==> src/rtl/core/gapbc_pkg.sv <==
// Shared types, constants and reset values for the gas alarm popup and beep controller.
// Used by every module of the block; depends on nothing else.

package gapbc_pkg;

    localparam int unsigned BEEP_COUNT_DEF = 3;

    localparam int unsigned PPM_W      = 16;
    localparam int unsigned TIME_W     = 32;
    localparam int unsigned HOUR_W     = 5;
    localparam int unsigned VIEW_W     = 3;
    localparam int unsigned CFG_ADDR_W = 3;
    localparam int unsigned CFG_DATA_W = 32;
    localparam int unsigned S_TDATA_W  = 56;
    localparam int unsigned M_TDATA_W  = 8;

    localparam logic [VIEW_W-1:0] VIEW_CLOCK = 3'd0;
    localparam logic [VIEW_W-1:0] VIEW_GAS   = 3'd2;

    localparam logic REQ_SHOW_GAS = 1'b0;
    localparam logic REQ_RESTORE  = 1'b1;

    typedef enum logic [CFG_ADDR_W-1:0] {
        CFG_HIGH_THR   = 3'd0,
        CFG_LOW_THR    = 3'd1,
        CFG_BEEP_ON    = 3'd2,
        CFG_BEEP_OFF   = 3'd3,
        CFG_POPUP      = 3'd4,
        CFG_INTERVAL   = 3'd5,
        CFG_START_HOUR = 3'd6,
        CFG_END_HOUR   = 3'd7
    } t_cfg_addr;

    typedef enum logic [1:0] {
        PH_IDLE = 2'd0,
        PH_ON   = 2'd1,
        PH_OFF  = 2'd2
    } t_beep_phase;

    typedef struct packed {
        logic [PPM_W-1:0]  high_thr;
        logic [PPM_W-1:0]  low_thr;
        logic [TIME_W-1:0] beep_on_ms;
        logic [TIME_W-1:0] beep_off_ms;
        logic [TIME_W-1:0] popup_ms;
        logic [TIME_W-1:0] interval_ms;
        logic [HOUR_W-1:0] start_hour;
        logic [HOUR_W-1:0] end_hour;
    } t_cfg;

    localparam t_cfg CFG_RESET = '{
        high_thr:    16'd1500,
        low_thr:     16'd1200,
        beep_on_ms:  32'd200,
        beep_off_ms: 32'd200,
        popup_ms:    32'd5000,
        interval_ms: 32'd60000,
        start_hour:  5'd8,
        end_hour:    5'd22
    };

    typedef struct packed {
        logic [PPM_W-1:0]  gas_ppm;
        logic [TIME_W-1:0] now_ms;
        logic [HOUR_W-1:0] hour_of_day;
        logic              hour_known;
        logic [VIEW_W-1:0] view_now;
    } t_item;

    typedef struct packed {
        logic              armed;
        logic              popup_on;
        logic              beep_gated;
        logic              beeper_level;
        logic [VIEW_W-1:0] saved_view;
        logic [TIME_W-1:0] popup_end_time;
        logic [TIME_W-1:0] next_popup_time;
        t_beep_phase       beep_phase;
        logic [TIME_W-1:0] phase_start_time;
    } t_state;

    localparam t_state STATE_RESET = '{
        armed:            1'b0,
        popup_on:         1'b0,
        beep_gated:       1'b0,
        beeper_level:     1'b0,
        saved_view:       VIEW_CLOCK,
        popup_end_time:   32'd0,
        next_popup_time:  32'd0,
        beep_phase:       PH_IDLE,
        phase_start_time: 32'd0
    };

    typedef struct packed {
        logic              beeper_on;
        logic              alarm_armed;
        logic              popup_active;
        logic              view_req_valid;
        logic              view_req_kind;
        logic [VIEW_W-1:0] view_req_code;
    } t_result;

endpackage

==> src/rtl/core/gapbc_cfg.sv <==
// Configuration register file: thresholds, beep and popup timings, beeping hours.
// Depends on gapbc_pkg.

module gapbc_cfg (
    input  logic                                i_clk,
    input  logic                                i_rst_n,
    input  logic                                i_cfg_we,
    input  logic [gapbc_pkg::CFG_ADDR_W-1:0]    i_cfg_addr,
    input  logic [gapbc_pkg::CFG_DATA_W-1:0]    i_cfg_wdata,
    output gapbc_pkg::t_cfg                     o_cfg
);

    gapbc_pkg::t_cfg r_cfg;

    always_ff @(posedge i_clk) begin
        if (!i_rst_n) begin
            r_cfg <= gapbc_pkg::CFG_RESET;
        end else if (i_cfg_we) begin
            unique case (gapbc_pkg::t_cfg_addr'(i_cfg_addr))
                gapbc_pkg::CFG_HIGH_THR: begin
                    r_cfg.high_thr <= i_cfg_wdata[gapbc_pkg::PPM_W-1:0];
                end
                gapbc_pkg::CFG_LOW_THR: begin
                    r_cfg.low_thr <= i_cfg_wdata[gapbc_pkg::PPM_W-1:0];
                end
                gapbc_pkg::CFG_BEEP_ON: begin
                    r_cfg.beep_on_ms <= i_cfg_wdata;
                end
                gapbc_pkg::CFG_BEEP_OFF: begin
                    r_cfg.beep_off_ms <= i_cfg_wdata;
                end
                gapbc_pkg::CFG_POPUP: begin
                    r_cfg.popup_ms <= i_cfg_wdata;
                end
                gapbc_pkg::CFG_INTERVAL: begin
                    r_cfg.interval_ms <= i_cfg_wdata;
                end
                gapbc_pkg::CFG_START_HOUR: begin
                    r_cfg.start_hour <= i_cfg_wdata[gapbc_pkg::HOUR_W-1:0];
                end
                gapbc_pkg::CFG_END_HOUR: begin
                    r_cfg.end_hour <= i_cfg_wdata[gapbc_pkg::HOUR_W-1:0];
                end
                default: begin
                    r_cfg <= r_cfg;
                end
            endcase
        end
    end

    assign o_cfg = r_cfg;

endmodule

==> src/rtl/core/gapbc_step.sv <==
// Next-state and result logic for one tick: alarm hysteresis, popup open/close,
// beep sequencing and the view request. Purely combinational; depends on gapbc_pkg.

module gapbc_step #(
    parameter int unsigned BEEP_COUNT = gapbc_pkg::BEEP_COUNT_DEF
) (
    input  gapbc_pkg::t_cfg                         i_cfg,
    input  gapbc_pkg::t_state                       i_state,
    input  logic [$clog2(BEEP_COUNT+1)-1:0]         i_beeps,
    input  gapbc_pkg::t_item                        i_item,
    output gapbc_pkg::t_state                       o_state,
    output logic [$clog2(BEEP_COUNT+1)-1:0]         o_beeps,
    output gapbc_pkg::t_result                      o_result
);

    localparam int unsigned BEEPS_W = $clog2(BEEP_COUNT + 1);

    gapbc_pkg::t_state                 s;
    logic [BEEPS_W-1:0]                beeps;
    logic                              req;
    logic                              kind;
    logic [gapbc_pkg::VIEW_W-1:0]      code;
    logic                              opened;
    logic                              allow;
    logic                              should_close;
    logic [gapbc_pkg::TIME_W-1:0]      elapsed;

    always_comb begin
        s            = i_state;
        beeps        = i_beeps;
        req          = 1'b0;
        kind         = gapbc_pkg::REQ_SHOW_GAS;
        code         = gapbc_pkg::VIEW_CLOCK;
        opened       = 1'b0;
        allow        = 1'b1;
        should_close = 1'b0;

        // The arm test takes priority, so reversed thresholds still arm first.
        if (i_item.gas_ppm >= i_cfg.high_thr && !s.armed) begin
            s.armed           = 1'b1;
            s.next_popup_time = i_item.now_ms;
        end else if (i_item.gas_ppm < i_cfg.low_thr && s.armed) begin
            s.armed = 1'b0;
            if (s.popup_on) begin
                s.popup_on = 1'b0;
                if (i_item.view_now == gapbc_pkg::VIEW_GAS) begin
                    req  = 1'b1;
                    kind = gapbc_pkg::REQ_RESTORE;
                    code = s.saved_view;
                end
                if (s.beep_phase != gapbc_pkg::PH_IDLE) begin
                    s.beeper_level = 1'b0;
                    s.beep_phase   = gapbc_pkg::PH_IDLE;
                end
            end
        end

        if (s.armed && !s.popup_on && i_item.now_ms >= s.next_popup_time) begin
            s.popup_on   = 1'b1;
            opened       = 1'b1;
            s.saved_view = i_item.view_now;
            req          = 1'b1;
            kind         = gapbc_pkg::REQ_SHOW_GAS;
            code         = gapbc_pkg::VIEW_GAS;
            if (i_item.hour_known && (i_item.hour_of_day < i_cfg.start_hour ||
                                      i_item.hour_of_day >= i_cfg.end_hour)) begin
                allow = 1'b0;
            end
            if (allow) begin
                s.beeper_level     = 1'b1;
                s.beep_phase       = gapbc_pkg::PH_ON;
                beeps              = '0;
                s.phase_start_time = i_item.now_ms;
                s.beep_gated       = 1'b1;
            end else begin
                s.beep_phase     = gapbc_pkg::PH_IDLE;
                s.beep_gated     = 1'b0;
                s.popup_end_time = i_item.now_ms + i_cfg.popup_ms;
            end
        end

        // Durations are differences modulo 2^32.
        elapsed = i_item.now_ms - s.phase_start_time;
        if (s.beep_phase == gapbc_pkg::PH_ON && elapsed >= i_cfg.beep_on_ms) begin
            s.beeper_level = 1'b0;
            beeps          = beeps + BEEPS_W'(1);
            if (beeps >= BEEPS_W'(BEEP_COUNT)) begin
                s.beep_phase = gapbc_pkg::PH_IDLE;
            end else begin
                s.beep_phase       = gapbc_pkg::PH_OFF;
                s.phase_start_time = i_item.now_ms;
            end
        end else if (s.beep_phase == gapbc_pkg::PH_OFF && elapsed >= i_cfg.beep_off_ms) begin
            s.beeper_level     = 1'b1;
            s.beep_phase       = gapbc_pkg::PH_ON;
            s.phase_start_time = i_item.now_ms;
        end

        should_close = s.beep_gated ? (s.beep_phase == gapbc_pkg::PH_IDLE)
                                    : (i_item.now_ms >= s.popup_end_time);
        if (s.popup_on && should_close) begin
            // A popup that opened on this same tick counts as showing the gas view.
            if (opened || i_item.view_now == gapbc_pkg::VIEW_GAS) begin
                req  = 1'b1;
                kind = gapbc_pkg::REQ_RESTORE;
                code = s.saved_view;
            end else begin
                req  = 1'b0;
                kind = gapbc_pkg::REQ_SHOW_GAS;
                code = gapbc_pkg::VIEW_CLOCK;
            end
            s.popup_on        = 1'b0;
            s.next_popup_time = i_item.now_ms + i_cfg.interval_ms;
        end
    end

    assign o_state                 = s;
    assign o_beeps                 = beeps;
    assign o_result.beeper_on      = s.beeper_level;
    assign o_result.alarm_armed    = s.armed;
    assign o_result.popup_active   = s.popup_on;
    assign o_result.view_req_valid = req;
    assign o_result.view_req_kind  = req ? kind : gapbc_pkg::REQ_SHOW_GAS;
    assign o_result.view_req_code  = req ? code : gapbc_pkg::VIEW_CLOCK;

endmodule

==> src/rtl/core/gas_alarm_popup_beep_controller.sv <==
// Channel   | dir | fields (lowest bit first)
// s_axis    | in  | tdata: gas_ppm[15:0] now_ms[47:16] hour_of_day[52:48] view_now[55:53];
//           |     | tuser: hour_known
// m_axis    | out | tdata: beeper_on alarm_armed popup_active view_req_valid
//           |     |        view_req_code[6:4], bit 7 zero; tuser: view_req_kind
// i_cfg_*   | in  | write enable, register index, 32-bit write data
//
// One tick transaction is taken every cycle unless a stalled result holds the input
// register full. A transaction lands in the input register; once the result register
// is free, the tick logic updates the controller state and loads the result register.
// The state update for one tick is a single pass of compares and 32-bit adds.
// A stalled result holds in the result register while the input register still
// takes one more transaction. Reset (synchronous, active low) restores the state
// and register defaults.
//
// Top level of the gas alarm popup and beep controller.
// Depends on gapbc_pkg, gapbc_cfg and gapbc_step.

module gas_alarm_popup_beep_controller #(
    parameter int unsigned BEEP_COUNT = gapbc_pkg::BEEP_COUNT_DEF
) (
    input  logic                                i_clk,
    input  logic                                i_rst_n,
    input  logic                                i_cfg_we,
    input  logic [gapbc_pkg::CFG_ADDR_W-1:0]    i_cfg_addr,
    input  logic [gapbc_pkg::CFG_DATA_W-1:0]    i_cfg_wdata,
    input  logic                                s_axis_tvalid,
    output logic                                s_axis_tready,
    // gas_ppm, now_ms, hour_of_day, view_now
    input  logic [gapbc_pkg::S_TDATA_W-1:0]     s_axis_tdata,
    // hour_known
    input  logic                                s_axis_tuser,
    output logic                                m_axis_tvalid,
    input  logic                                m_axis_tready,
    // beeper_on, alarm_armed, popup_active, view_req_valid, view_req_code, zero pad
    output logic [gapbc_pkg::M_TDATA_W-1:0]     m_axis_tdata,
    // view_req_kind
    output logic                                m_axis_tuser
);

    localparam int unsigned BEEPS_W = $clog2(BEEP_COUNT + 1);

    gapbc_pkg::t_cfg    cfg;
    gapbc_pkg::t_item   n_in;
    gapbc_pkg::t_item   r_in;
    logic               r_in_valid;
    gapbc_pkg::t_state  r_state;
    gapbc_pkg::t_state  n_state;
    logic [BEEPS_W-1:0] r_beeps;
    logic [BEEPS_W-1:0] n_beeps;
    gapbc_pkg::t_result n_out;
    gapbc_pkg::t_result r_out;
    logic               r_out_valid;
    logic               in_fire;
    logic               proc_fire;

    gapbc_cfg u_cfg (
        .i_clk       (i_clk),
        .i_rst_n     (i_rst_n),
        .i_cfg_we    (i_cfg_we),
        .i_cfg_addr  (i_cfg_addr),
        .i_cfg_wdata (i_cfg_wdata),
        .o_cfg       (cfg)
    );

    gapbc_step #(
        .BEEP_COUNT (BEEP_COUNT)
    ) u_step (
        .i_cfg    (cfg),
        .i_state  (r_state),
        .i_beeps  (r_beeps),
        .i_item   (r_in),
        .o_state  (n_state),
        .o_beeps  (n_beeps),
        .o_result (n_out)
    );

    assign n_in.gas_ppm     = s_axis_tdata[15:0];
    assign n_in.now_ms      = s_axis_tdata[47:16];
    assign n_in.hour_of_day = s_axis_tdata[52:48];
    assign n_in.view_now    = s_axis_tdata[55:53];
    assign n_in.hour_known  = s_axis_tuser;

    assign proc_fire     = r_in_valid && (!r_out_valid || m_axis_tready);
    assign s_axis_tready = !r_in_valid || proc_fire;
    assign in_fire       = s_axis_tvalid && s_axis_tready;

    always_ff @(posedge i_clk) begin
        if (!i_rst_n) begin
            r_in_valid  <= 1'b0;
            r_out_valid <= 1'b0;
            r_state     <= gapbc_pkg::STATE_RESET;
            r_beeps     <= '0;
        end else begin
            if (in_fire) begin
                r_in_valid <= 1'b1;
            end else if (proc_fire) begin
                r_in_valid <= 1'b0;
            end
            if (proc_fire) begin
                r_out_valid <= 1'b1;
                r_state     <= n_state;
                r_beeps     <= n_beeps;
            end else if (m_axis_tready) begin
                r_out_valid <= 1'b0;
            end
        end
    end

    always_ff @(posedge i_clk) begin
        if (in_fire) begin
            r_in <= n_in;
        end
        if (proc_fire) begin
            r_out <= n_out;
        end
    end

    assign m_axis_tvalid = r_out_valid;
    assign m_axis_tdata  = {1'b0, r_out.view_req_code, r_out.view_req_valid,
                            r_out.popup_active, r_out.alarm_armed, r_out.beeper_on};
    assign m_axis_tuser  = r_out.view_req_kind;

endmodule

==> config.mk <==
export PLATFORM = sky130hd
export DESIGN_NAME = gas_alarm_popup_beep_controller
export DESIGN_NICKNAME = d
export VERILOG_FILES = /design/src/rtl/core/gapbc_pkg.sv /design/src/rtl/core/gapbc_cfg.sv /design/src/rtl/core/gapbc_step.sv /design/src/rtl/core/gas_alarm_popup_beep_controller.sv
export SDC_FILE = /design/constraint.sdc
export NUM_CORES = 1
export LEC_CHECK = 0
export ABC_AREA = 0
export CORE_MARGIN = 2
export CORE_UTILIZATION = 41
export CTS_BUF_LIST = sky130_fd_sc_hd__clkbuf_4
export DETAILED_ROUTE_END_ITERATION = 6
export DONT_BUFFER_PORTS = 1
export GPL_TIMING_DRIVEN = 0
export SLEW_MARGIN = 5
export SYNTH_ARGS = -nofsm -noshare
export SYNTH_HDL_FRONTEND = slang
export SYNTH_SLANG_ARGS = --single-unit
==> constraint.sdc <==
create_clock -name i_clk -period 23.3 [get_ports i_clk]
set_input_delay 4.66 -clock i_clk [delete_from_list [all_inputs] [get_ports i_clk]]
set_output_delay 4.66 -clock i_clk [all_outputs]
set_load 0.05 [all_outputs]
==> results of run 1 <==
## worst max-delay path, delay by kind of cell, from the launching register on
kind,cells,cell delay (ps)
simple gates,9,2850
compound gates,21,5160
mux,1,270
buf+inv,6,1830
fa+ha+maj,5,1580
xor+xnor,1,220
flops,1,400
## metal layers
layer,global-route usage [%],up-vias
met2,42.9,599
met5,0,-
li1,-,9631
met4,11.3,0
met3,4.54,155
met1,31.8,9526
## power by group
part           internal [mW]  switching [mW]
clock network          0.298           0.281
registers              0.635          0.0294
logic                  0.200           0.307
## state kept, by name, summed over array words and instances, names as in the netlist
signal and count:
r_state 105, m_axis_tuser 1, r_in 57, m_axis_tvalid 1
u_cfg.o_cfg 170, m_axis_tdata 7, r_in_valid 1, r_beeps 2
## cells by family after synthesis
kind of cell	synth area share (%)
and+or+nand+nor	17.1
muxes	5.51
DFF	34.2
adders and majority gates	15.2
other	0.0170
AOI/OAI and AO/OA	20.1
buffers and inverters	4.72
xor gates and xnor gates	3.21
## layout by cell type, fill, tap and decap left out, types with 14 or more instances in the layout
cell type	n
a211oi_1	48
a21o_1	71
a21oi_1	295
a31oi_1	19
and2_1	27
and3_1	14
buf_2	14
clkbuf_1	97
clkbuf_4	147
clkinv_1	25
dfxtp_1	279
edfxtp_1	65
ha_1	263
inv_1	137
mux2i_1	118
nand2_1	477
nand2b_1	29
nand3_1	52
nand4_1	27
nor2_1	110
nor2b_1	20
nor3_1	45
nor4_1	25
o211ai_1	36
o21a_1	17
o21ai_0	102
xnor2_1	58
xor2_1	23
## cell usage after synthesis (4+ instances only)
master and n:
nand2_1 477, a21oi_1 295, dfxtp_1 279, ha_1 263, inv_1 137, mux2i_1 118, nor2_1 110, o21ai_0 102
clkbuf_1 97, a21o_1 71, edfxtp_1 65, xnor2_1 58, nand3_1 52, a211oi_1 48, nor3_1 45, o211ai_1 36
nand2b_1 29, and2_1 28, nand4_1 27, nor4_1 25, xor2_1 23, nor2b_1 20, a31oi_1 19, o21a_1 17
and3_1 14, buf_2 14, o21bai_1 13, or3_1 13, o31a_1 10, a221oi_1 8, o31ai_1 8, a211o_1 7
a311oi_1 5, a31o_2 5, a2111oi_4 4, a22o_1 4, buf_4 4, o2111ai_1 4
## area by class of cell
class / count / area share, %
Clock inverter: 31 / 0.646
Sequential cell: 344 / 31.1
Buffer: 120 / 2.17
Inverter: 138 / 2.14
Antenna cell: 2 / 0.0207
Tap cell: 696 / 3.60
Clock buffer: 147 / 4.56
Multi-Input combinational cell: 2020 / 55.7
## final timing paths
check	start	end	depth (start not counted)
setup reg to reg	r_in[43]	m_axis_tdata[3]	43
hold / removal	u_cfg.o_cfg[123]	u_cfg.o_cfg[123]	2
setup / recovery	r_in[43]	m_axis_tdata[3]	43
hold reg to reg	u_cfg.o_cfg[123]	u_cfg.o_cfg[123]	2
## per-stage QoR
step                      util, %  power, mW  setup slack [ps]  hold WS [ps]
after floorplan                 -       1.04             13480           432
after global placement       42.9       1.16             10940           441
after detailed placement     42.9       1.17             10940           447
after CTS                    45.2       1.76             10870           456
after global routing         45.2       1.86             10240           469
final                        45.2       1.75             10720           456
==> out/qor.txt, run 1 <==
Status - completed
Flop-to-flop setup slack - 10,720 ps
Number of I/O pins - 108
Num CTS Buffers - 99
First-pass GRT wire length - 109 mm
Row count - 85
DP HPWL - 55.1 mm
DIE WIDTH - 236 um
GRT Resource Usage Total - 25.5%
Nets - 3,086
Sequential fraction of the synthesis area - 34.2%
Uppermost layer routed - met4
Worst-path clk slew - 60 ps
Cells after DPL - 3,318
DRT Wirelength - 71.8 mm
WL/cell - 20.5 um
Critical path type - flip-flop to flip-flop
Largest net degree at the start of global routing - 58
Met2 Wirelength - 33.9 mm
Count of final hold-check violations - 0
H-tree depth - 3
DR pass1 iterations - 6
GPL Wtd Cong - 0.934
Mapped Nets - 2,985
Violation count after the first detailed-route iteration - 1,432
Setup crit end kind - flip-flop
Die ar. - 55,700 sq um
Post-CTS setup buffer count - 0
Ys async rst share - 0%
Clock Latency Late Sink - 870 ps
Static leakage - 9.53 nW
Mean post-synth cell area - 8.42 sq um
CP max stage cell - nor3_1
Max Cap Viol - 0
CP Max Fanout - 10
Setup TNS - 0 ps
Port bufs - 0
Vias - 19,900
Largest stage delay on the critical path - 1020 ps
Core Area - 53,500 sq um
Min Clock Period, post-route - 12,580 ps
Kind of start point of the critical path - flip-flop
Pwr dens - 72.3 nW/um^2
Share of cells above drive strength 1 - 7.29%
Placed cell area - 22,900 sq um
Initial antenna violation count - 1
Total congestion overflow - 0
Post-route DRC violation count - 0
Slew HR - 11.2%
Filler cell count - 5,246
CP Data Required Time - 23,920 ps
RSZ-0062 raised after global routing - no
Root buf cell - clkbuf_4
Post-DRT Antenna Nets - 0
Setup violations, final - 0
Mean number of vias per cell - 5.69
Ys Warns - 0
Period utilisation layout - 54.0%
Number of global-route vias before repair - 19,200
VDD IR max - 0.0486 mV
Synth area leaders - dfxtp_1 25%, ha_1 15%, edfxtp_1 8.8%
WL met1 - 31.0 mm
CTS resizes - 0
Number of synthesized flops with an enable pin - 65
Skew final - 71.1 ps
Area of the multi-input gates - 13,500 sq um
Die Y-Extent - 236 um
Max-slew violations - 0
Finished layout cell area - 24,200 sq um
Layout overhead on the synthesized area - 9.69%
Top_reg_cell synth - dfxtp_1
Hold WC Path Type - flip-flop to flip-flop
Top-area cell type share of the netlist area - 25.3%
Synth area leader - dfxtp_1
Unique masters post-synth - 78
Reg area - 7540 sq um
Clk sinks - 344
Starting Density - 41.3%
Worst slew pin tran - 1320 ps
# hold bufs at CTS - 0
Clock tree from TritonCTS - built
Synthesized instance count - 2,622
Max Buffers Root-to-Sink - 3
Cell area after synthesis - 22,100 sq um
Critical path arrival - 13,200 ps
FF+latch count, synth - 344
Non-Filler Instances - 3,498
Fmax achieved - 0.0795 GHz
Metal3 WL - 4.07 mm
No activity file was read; power rests on OpenSTA's default activity.
==> inputs of run 2 (changes only) <==
- clock period: 23.3 -> 12.6 ns (I/O delays scaled with it)
==> out/qor.txt, run 2 (synthesized netlist as in run 1, its figures left out) <==
Worst slew pin tran - 1270 ps
Num CTS Buffers - 99
Vias - 19,900
Status - completed
CP Max Fanout - 10
Tot Pwr - 3.24 mW
Post-DRT Antenna Nets - 0
Critical path type - flip-flop to flip-flop
Nets - 3,086
Setup TNS - 0 ps
Mean number of vias per cell - 5.68
DRT Wirelength - 71.8 mm
First-pass GRT wire length - 109 mm
VDD IR max - 0.0899 mV
Share of cells above drive strength 1 - 7.36%
Setup crit end kind - flip-flop
Max reg flops - 170
Initial antenna violation count - 1
Static leakage - 9.53 nW
Most used cell, CP - ha_1
H-tree depth - 3
Violation count after the first detailed-route iteration - 1,457
Critical path arrival - 12,700 ps
Max-slew violations - 0
Port bufs - 0
Hold WC Path Type - flip-flop to flip-flop
Total congestion overflow - 0
CP Data Required Time - 13,340 ps
Core Area - 53,500 sq um
GRT Resource Usage Total - 25.5%
Filler cell count - 5,243
RSZ-0062 raised after global routing - no
Max Buffers Root-to-Sink - 3
Number of I/O pins - 108
Commonest non-fill, non-tap cell in the layout - nand2_1
Flop-to-flop setup slack - 640 ps
DR pass1 iterations - 6
Clock tree from TritonCTS - built
DP HPWL - 55.1 mm
Period utilisation layout - 94.9%
Number of global-route vias before repair - 19,200
Count of final hold-check violations - 0
Root buf cell - clkbuf_4
# hold bufs at CTS - 0
Hold slack - 456 ps
Slew HR - 15.3%
Most frequent cells in the layout - 477 x nand2_1, 295 x a21oi_1, 279 x dfxtp_1, 263 x ha_1, 147 x clkbuf_4
Largest net degree at the start of global routing - 58
WL/cell - 20.5 um
Setup violations, final - 0
Clock Latency Late Sink - 880 ps
Worst Reg-to-Reg Cells - 43
Critical Path Start - r_in[43]
Fmax achieved - 0.0836 GHz
Min Clock Period, post-route - 11,960 ps
DIE WIDTH - 236 um
Worst min-delay path startpoint - u_cfg.o_cfg[123]
GPL Wtd Cong - 0.934
Layout overhead on the synthesized area - 9.72%
Skew final - 74.2 ps
Max Cap Viol - 0
Pwr dens - 134 nW/um^2
Worst-path clk slew - 60 ps
Post-route DRC violation count - 0
Starting Density - 41.3%
Largest stage delay on the critical path - 760 ps
RR Startpoint - r_in[43]
Clk sinks - 344
Kind of start point of the critical path - flip-flop
Die ar. - 55,700 sq um
Finished Core Util - 45.3%
Row count - 85
Worst setup path endpoint - r_state[6]
CP max stage cell - clkbuf_1
Reg2Reg Capture Point - r_state[6]
Die Y-Extent - 236 um
[run 2: per-layer routing]
layer	share of wire [%]	vias up	global-route usage, %
met5	0	-	0
met4	3.8	0	11.3
met3	5.4	144	4.54
met2	47	577	42.9
met1	43	9495	31.8
li1	-	9638	-
[run 2: final cells by class]
class | instances | area (sq um) | area share [%]
antenna | 1 | 2.50 | 0.0103
buffer | 120 | 524 | 2.17
clock buffer | 147 | 1100 | 4.56
clock inverter | 31 | 156 | 0.646
inverter | 138 | 518 | 2.14
multi-input combinational | 2020 | 13500 | 55.8
sequential | 344 | 7540 | 31.1
tap | 696 | 871 | 3.60
[run 2: worst min path at each step]
stage	slack, ps	cells after the start	to
floorplan	430	2	u_cfg.o_cfg[138]
global placement	440	2	r_state[96]
detailed placement	450	2	u_cfg.o_cfg[126]
CTS	460	2	u_cfg.o_cfg[108]
global route	470	2	u_cfg.o_cfg[91]
finish	460	2	u_cfg.o_cfg[123]
[run 2: through the flow]
| stage | setup slack [ps] | cell area (sq um) | cells |
|---|---|---|---|
| floorplan | 3400 | 22100 | 2622 |
| global placement | 241 | 22900 | 3318 |
| detailed placement | 240 | 22900 | 3318 |
| CTS | 172 | 24200 | 3496 |
| global route | 134 | 24200 | 3497 |
| finish | 638 | 24200 | 3497 |
[run 2: what timing repair did]
| item | 4_1_cts | 5_1_grt |
|---|---|---|
| resized for setup | 0 | 2 |
| endpoints found under the hold margin | 0 | 0 |
| endpoints found under the setup margin | 0 | 76 |
| setup buffers | 0 | 0 |
[run 2: worst max-delay path, delay by kind of cell, from the launching register on]
family,cells,cell delay [ps]
and+or+nand+nor,9,2460
buffers and inverters,6,1750
adders and majority gates,5,1600
AOI/OAI and AO/OA,20,4960
xor gates and xnor gates,1,150
muxes,2,450
DFF,1,400
[run 2: where the power goes]
group / internal (mW) / switching, mW
registers: 1.17 / 0.0546
clock network: 0.552 / 0.518
logic: 0.370 / 0.569
